===== src/rtl/core/gne_ram.sv =====
// Generic single-write, single-read RAM with registered read data.
// No dependencies; holds the walkability map.
`default_nettype none

module gne_ram #(
	parameter int WIDTH = 1,
	parameter int DEPTH = 1024
) (
	input  wire logic                     clk,
	input  wire logic                     wr_en,
	input  wire logic [$clog2(DEPTH)-1:0] wr_addr,
	input  wire logic [WIDTH-1:0]         wr_data,
	input  wire logic                     rd_en,
	input  wire logic [$clog2(DEPTH)-1:0] rd_addr,
	output logic      [WIDTH-1:0]         rd_data
);

	logic [WIDTH-1:0] mem [DEPTH];

	// Write port
	always_ff @(posedge clk) begin
		if (wr_en) begin
			mem[wr_addr] <= wr_data;
		end
	end

	// Registered read port, holds its value between reads
	always_ff @(posedge clk) begin
		if (rd_en) begin
			rd_data <= mem[rd_addr];
		end
	end

endmodule

`default_nettype wire


===== config.mk =====
export PLATFORM = sky130hd
export DESIGN_NAME = gne_ram
export DESIGN_NICKNAME = d
export VERILOG_FILES = /design/src/rtl/core/gne_ram.sv
export SDC_FILE = /design/constraint.sdc
export NUM_CORES = 1
export LEC_CHECK = 0
export BUFFER_PORTS_ARGS = -buffer_cell sky130_fd_sc_hd__clkbuf_2
export CAP_MARGIN = 20
export CORE_MARGIN = 1.5
export CORE_UTILIZATION = 55
export CTS_BUF_LIST = sky130_fd_sc_hd__clkbuf_8 sky130_fd_sc_hd__clkbuf_16
export DETAILED_ROUTE_END_ITERATION = 16
export HOLD_SLACK_MARGIN = 0.02
export PLACE_DENSITY = 0.79
export SLEW_MARGIN = 30
export SYNTH_ARGS = -nofsm -noshare
export SYNTH_HDL_FRONTEND = slang
export SYNTH_SLANG_ARGS = --single-unit

===== constraint.sdc =====
create_clock -name clk -period 3.7 [get_ports clk]
set_clock_uncertainty 0.1 [all_clocks]
set_input_delay 0.74 -clock clk [delete_from_list [all_inputs] [get_ports clk]]
set_output_delay 0.74 -clock clk [all_outputs]
set_load 0.005 [all_outputs]

[After elaboration in Yosys (flattened, before gate mapping)]
Memory sizes are Yosys's and may differ from the RTL's. A register that Yosys moved wholly into a read port is not among the register bits.
Index checks and enable logic that the tools add are counted.
Word-level totals
  input bits: 24
  memories: 1
  output and inout bits: 1
  memory bits (writable): 1024
  logic and storage cells: 3
  bits in registers: 0
Cells by class
  mux-type cells: 2
Memory list
  mem: words 1024, width 1, read ports 1, clocked after Yosys merged registers in 1, wr ports 1, RTL line 18  | logic [WIDTH-1:0] mem [DEPTH];
Operators with widths (number)
  1-bit 2-to-1 mux: 2

[Longest topological paths before layout]
Gate-level depths: netlist of the first run.
  depth after elaboration: 2
  mapped depth: 15
  depth with buffers taken out: 8

[Worst setup path before layout of the first run]
OpenSTA, ideal clock, no wires.
  path kind: input -> register
  start point: in rd_addr[0]
  end point: reg rd_data (read register of mem) (data pin)
  buffers on the path: 4
  stages: 10
  slack: 0.448 ns
  library setup time: 0.275 ns
  required time: 3.325 ns
  arrival time: 2.877 ns
  cell sequence: buf_6 > buf_12 > buf_12 > buf_2 > mux4_2 > mux4_2 > a211oi_1 > nor2_1 > o311ai_1 > o2111ai_1
RTL lines
  start: declaration: RTL line 14  | input wire logic [$clog2(DEPTH)-1:0] rd_addr,
  end: declaration: RTL line 15  | output logic [WIDTH-1:0] rd_data

==> summary.txt, run 1 <==
Synth
  – Largest family of logic cells by synthesized area: multiplexers
  – YS warnings: 0
  – Cell count after synthesis: between 3000 and 4000
  – Most frequent cell after synthesis: nor2_1
  – Simple-Gate Fraction of Synth Area: 11.2%
  – Commonest cells post-synth: nor2_1, edfxtp_1, mux4_2
  – Compound-Gate Fraction of Synth Area: 2.83%
  – Synth top area cells: edfxtp_1, mux4_2, nor2_1
  – Synth Area in XOR/XNOR: 0%
  – Syn Nets: between 3000 and 4000
  – Ys async rst share: 0%
  – #FFs+latches synth: approximately 1000
  – Mux contribution to synthesized area: between 10 and 15%
  – Post-synth EDFFs: a little over 1000
  – Post-synthesis adder-cell area fraction: 0%
  – Mapped Avg Cell Area: 14.4 sq um
  – Post-synthesis instance area: around 45000 sq um
  – Post-synthesis sequential area ratio: between 60% and 70%
  – Synth Flop Type: edfxtp_1
  – Netlist cell types: 55
  – Synth top area share: between 60% and 70%
  – Cell taking the most area after synthesis: edfxtp_1

Worst setup path
  – CP Depth: 11
  – Slowest CP cell: mux4_2
  – CP required: about 4.0 ns
  – Worst-path fanout max: 19
  – Slowest stage delay, CP: 0.52 ns
  – RR Startpoint: mem[439]
  – Reg-to-reg critical path endpoint: rd_data
  – Critical path cell sequence: buf_8 > buf_12 > buf_4 > mux4_2 > mux4_2 > nor2b_1 > a31oi_1 > a311oi_1 > nor4_1 > buf_4 > o2111ai_1
  – Crit path buffers/inverters: 4
  – CP arrival: between 3 and 4 ns
  – CP endpoint: rd_data
  – Kind of critical path: in -> reg
  – Setup slack, reg-to-reg: between 0.6 and 0.7 ns
  – Critical path startpoint: rd_addr[0]
  – CP Launch Type: primary input
  – Worst-case reg-to-reg path depth: 8
  – Largest delay share family, worst path: multiplexers
  – Worst setup EP type: register

Place
  – Placed cell area: approximately 47000 sq um
  – PortBufs: 24
  – Gpl congestion: 0.881
  – Detail Placement HPWL: roughly 74000 microns

Floorplan
  – Initial Util: 55.5%
  – # IOs: 25
  – Die H: between 200 and 300 microns
  – Die width: ~290 microns
  – Full die area: about 83000 sq um
  – Core ar.: about 80000 sq um
  – Placement Rows: 104

Power and ir drop
  – Clk pwr share: roughly 41%
  – Pint: between 15000 and 20000 uW
  – Maximum VDD drop: about 0.00037 V
  – Comb pwr share: 6.0%
  – Pwr per Cell Area: around 480 nW/um^2
  – Flop pwr share: between 50% and 60%
  – Sw Pwr: 5270 uW
  – LEAKAGE: around 0.016 uW
  – Switch share: around 22%
  – Total power draw: about 24000 uW

Run
  – Max Cap Violations: 0

Global routing
  – Total GRT Usage: a little under a third
  – M1 GR Usage: a little under two fifths
  – Gr ovfl total: 0
  – Gr busiest metal: met2
  – Grt met3 use: approximately 7.1%
  – Initial antenna violation count: 2
  – First-pass GRT wire length: 183000 microns
  – Largest net degree at the start of global routing: between 100 and 150
  – GR Util met2: 49.9%
  – Vias in the first global route: 28800

Timing
  – FMAX: between 300 and 400 MHz
  – Unrepaired setup endpoints after global routing: no
  – Tcrit/Tclk final: 89.6%
  – Fin. max-slew vios: 0
  – Final setup vio count: 0
  – Slew margin rel.: between 20% and 30%
  – Final-report hold violation count: 0
  – Worst slew pin tran: ~1.1 ns
  – Tmin final: roughly 3.3 ns
  – TNS Setup: 0 ns

Run status
  – Status: complete, no violations

Clock tree
  – Clk_lat worst skew: 0.70 ns
  – TritonCTS clock tree: yes
  – Cts hold-fix bufs: 0
  – Num Clock Sinks: approximately 1000
  – CTS clk-pin slew, worst paths: roughly 0.060 ns
  – CTS root buf: clkbuf_16
  – CTS Buffer Depth: 3
  – Post-CTS setup buffer count: 0
  – CTS buffer count: 100
  – Number of H-tree levels: 3
  – CTS resizes: 0

Finish
  – Utilization after layout: between 60% and 70%
  – Final Instance Area: 50500 sq um
  – Final #Nets: roughly 3200
  – Layout cells sized above 1: around 20%
  – P&R area growth vs syn: 13.1%
  – Number of fill cells in the layout: 5502

Worst hold path
  – Hold Crit Class: in -> reg

Detailed routing
  – Total vias in the final route: 28700
  – Initial DRC count: around 4800
  – Routed Antenna Nets: 0
  – Routed vias/inst: 6.61
  – DRT Pass-1 Iters: 6
  – Drt wl/cell: a little under 30 microns
  – Drt drc: 0
  – Detailed Route WL: about 130000 microns
-- layout by cell type, fill, tap and decap left out, drive strengths merged, types with 28 or more instances in the layout --
master,count
clkbuf,122
mux4,214
mux2i,123
o221ai,49
o22ai,28
inv,30
nand2,86
buf,265
nor3,37
clkinv,41
nand3,37
a21oi,37
edfxtp,1025
nor2,1036
-- worst register-to-register path, cell delays in order (launching register included) --
cell,delay (ns)
edfxtp_1,0.37
mux4_1,0.54
mux4_2,0.47
nand2b_1,0.15
a311oi_1,0.41
nor3_1,0.14
nor4_1,0.29
buf_4,0.15
o2111ai_1,0.11
-- layout make-up --
| cell class | instances | area [sq um] | area share, % |
|---|---|---|---|
| sequential | 1025 | 30800 | 60.9 |
| tap | 1060 | 1330 | 2.63 |
| clock inverter | 80 | 634 | 1.26 |
| inverter | 6 | 22.5 | 0.0446 |
| timing repair buffer | 286 | 2640 | 5.23 |
| antenna | 4 | 10.0 | 0.0198 |
| multi-input combinational | 1778 | 12600 | 24.9 |
| clock buffer | 101 | 2530 | 5.00 |
-- cells by family (layout without fill, tap and decap cells) --
logic type,Yosys count,after routing
flops,1025,1025
other cells,0,4
simple gates,1260,1260
mux,340,340
compound gates,178,178
buf+inv,309,473
-- stage by stage --
step	setup WS (ns)	hold WS (ns)	cells
after global placement	-0.235	0.936	4155
after global routing	0.360	0.246	4336
after CTS	0.438	0.234	4336
final	0.386	0.252	4340
after detailed placement	-0.213	0.928	4155
after floorplan	0.448	0.739	3112
-- flip-flops by register name (all words and copies together) (netlist names) --
| name | flops |
|---|---|
| rd_data | 1 |
| mem | 1024 |
-- layer usage --
metal  routed length (microns)  vias up  part of all wire, %
met5                         0        -                    0
met4                      7650        0                  6.1
met3                     16600      515                   13
met2                     60100     2294                   48
met1                     40900    14200                   33
li1                          -    11700                    -
-- worst min path at each step --
stage	from	endpoint	slack [ns]	cells past startpoint
3_3_place_gp	rd_en	rd_data	0.94	1
3_5_place_dp	rd_en	rd_data	0.93	1
6_report	rd_en	rd_data	0.25	1
2_1_floorplan	wr_data	mem[0]	0.74	0
5_1_grt	rd_en	rd_data	0.25	1
4_1_cts	rd_en	rd_data	0.23	1
-- power by group through the flow --
| stage | clock (uW) | combinational (uW) | sequential, uW |
|---|---|---|---|
| global route | 10400 | 1500 | 12800 |
| global placement | 0 | 1370 | 13000 |
| floorplan | 0 | 739 | 13000 |
| CTS | 9960 | 1410 | 12800 |
| detailed placement | 0 | 1400 | 13000 |
| finish | 9950 | 1450 | 12800 |
(Power assumes the default switching activity.)
==> run 2: changes to the inputs <==
--- a/config.mk
+++ b/config.mk
@@ -8,11 +8,11 @@
 export BUFFER_PORTS_ARGS = -buffer_cell sky130_fd_sc_hd__clkbuf_2
 export CAP_MARGIN = 20
 export CORE_MARGIN = 1.5
-export CORE_UTILIZATION = 55
+export CORE_UTILIZATION = 30
 export CTS_BUF_LIST = sky130_fd_sc_hd__clkbuf_8 sky130_fd_sc_hd__clkbuf_16
 export DETAILED_ROUTE_END_ITERATION = 16
 export HOLD_SLACK_MARGIN = 0.02
-export PLACE_DENSITY = 0.79
+export PLACE_DENSITY = 0.52
 export SLEW_MARGIN = 30
 export SYNTH_ARGS = -nofsm -noshare
 export SYNTH_HDL_FRONTEND = slang
==> run 2 against run 1 <==
  * First-iteration DRC count is 32% lower
  * Total power is 4.6% higher
  * Clock-buffer cell count is 11 higher
  * Clock power is 11% higher
  * Largest cell class unchanged
  * Largest power group unchanged
  * Highest routed layer is now met5
==> summary.txt, run 2 (synthesized netlist as in run 1, its figures left out) <==
Clock tree
  – TritonCTS clock tree: yes
  – CTS Buffer Depth: 3
  – Number of H-tree levels: 3
  – Cts hold-fix bufs: 0
  – CTS clk-pin slew, worst paths: 0.05 ns
  – CTS root buf: clkbuf_16
  – CTS buffer count: ~110
  – Num Clock Sinks: slightly above 1000
  – CTS resizes: 0
  – Clk_lat worst skew: approximately 0.7 ns
  – Post-CTS setup buffer count: 0

Power and ir drop
  – LEAKAGE: ~0.016 uW
  – Comb pwr share: under 10%
  – Switch share: a little over a fifth
  – Sw Pwr: ~5500 uW
  – Flop pwr share: about half
  – Maximum VDD drop: between 0.0003 and 0.0004 V
  – Pint: 19800 uW
  – Clk pwr share: between 40 and 50%
  – Pwr per Cell Area: just under 500 nW/um^2

Timing
  – Slew margin rel.: 42.9%
  – Worst slew pin tran: 0.857 ns
  – Tmin final: 3.38 ns
  – Final-report hold violation count: 0
  – Tcrit/Tclk final: 91.5%
  – Final setup vio count: 0
  – WHS: 0.300 ns
  – FMAX: 295 MHz
  – Fin. max-slew vios: 0
  – Unrepaired setup endpoints after global routing: no

Detailed routing
  – Initial DRC count: around 3300
  – Routed vias/inst: about 5.2
  – Detailed Route WL: roughly 140000 microns
  – Total vias in the final route: between 20000 and 30000
  – Routed Antenna Nets: 0
  – DRT Pass-1 Iters: 7
  – Drt drc: 0
  – Drt wl/cell: about 26 microns

Finish
  – Layout cells sized above 1: 20.5%
  – Number of fill cells in the layout: roughly 14000
  – Most common cell after layout, fill and taps aside: nor2_1
  – P&R area growth vs syn: 16.3%
  – Final #Nets: 3223
  – Most frequent cells in the layout: nor2_1, edfxtp_1, buf_4, mux4_2, mux2i_1
  – Largest regs: mem (1024), rd_data (1)
  – Largest register FFs: just over 1000
  – Final Instance Area: 51900 sq um
  – Largest Register: mem
  – Utilization after layout: between 30% and 40%

Place
  – Gpl congestion: between 0.7 and 0.8
  – Detail Placement HPWL: ~80000 microns
  – PortBufs: 24
  – Placed cell area: about 48000 sq um

Global routing
  – Vias in the first global route: between 20000 and 30000
  – Total GRT Usage: around 18%
  – Gr ovfl total: 0
  – First-pass GRT wire length: between 150000 and 200000 microns
  – Largest net degree at the start of global routing: between 150 and 200
  – Initial antenna violation count: 9

Worst hold path
  – Hold Crit Class: in -> reg

Floorplan
  – Core ar.: 148000 sq um
  – Die H: about 400 microns
  – Initial Util: between 30 and 40%
  – Die width: between 300 and 400 microns
  – Full die area: 151000 sq um
  – # IOs: 25
  – Placement Rows: 141

Run status
  – Status: complete, no violations

Worst setup path
  – CP Launch Type: primary input
  – Worst setup EP type: register
  – Worst-path fanout max: 23
  – CP required: between 4 and 5 ns
  – CP arrival: between 3 and 4 ns
  – Kind of critical path: in -> reg

Run
  – Max Cap Violations: 0
[run 2: changes by cell type in the layout (fill, tap and decap cells not counted), sizes merged]
| cell | delta |
|---|---|
| clkbuf | +11 |
| clkinv | +10 |
| buf | -9 |
| bufinv | +5 |
| clkinvlp | -3 |
| inv | -3 |
| diode | -1 |
[run 2: worst max-delay path: stages]
cell	delay, ns
buf_8	0.22
buf_12	0.27
mux4_2	0.53
a22o_1	0.24
a221oi_1	0.20
o21ai_0	0.16
nor3_1	0.47
buf_4	0.20
a311oi_1	0.10
buf_4	0.21
o311ai_1	0.10
o2111ai_1	0.18
[run 2: area by class of cell]
type	instances	area [sq um]	area share [%]
Multi-Input combinational cell	1778	12600	24.2
Sequential cell	1025	30800	59.3
Inverter	6	22.5	0.0434
Timing Repair Buffer	277	2590	4.98
Antenna cell	3	7.51	0.0145
Tap cell	1930	2410	4.65
Clock buffer	112	2800	5.40
Clock inverter	89	776	1.49
[run 2: power by group through the flow]
stage	registers [uW]	clock network (uW)	logic [uW]
floorplan	13000	0	739
global placement	13000	0	1460
detailed placement	13000	0	1460
CTS	12800	11200	1470
global route	12800	11600	1540
finish	12800	11000	1460
[run 2: stage by stage]
stage          total power (uW)  worst slack, ns  TNS, ns  std cells
2_1_floorplan             13800            0.448        0       3112
3_3_place_gp              14500           -0.334   -0.334       5016
3_5_place_dp              14500           -0.310   -0.310       5016
4_1_cts                   25500            0.407        0       5217
5_1_grt                   25900            0.255        0       5217
6_report                  25300            0.315        0       5220
[run 2: final timing paths]
path	to	slack [ns]	startpoint	depth (start not counted)
worst max-delay path	rd_data	0.32	rd_addr[0]	12
worst min-delay path	rd_data	0.30	rd_en	1
worst max register to register	rd_data	0.63	mem[27]	10
worst min register to register	rd_data	1.05	mem[243]	5
[run 2: per-layer routing]
metal / vias to the layer above / GRT usage [%] / routed length, microns
li1: 11700 / - / -
met1: 14300 / 24.2 / 57200
met2: 942 / 29.2 / 65400
met3: 225 / 3.18 / 9870
met4: 8 / 5.51 / 3960
met5: - / 0 / 51
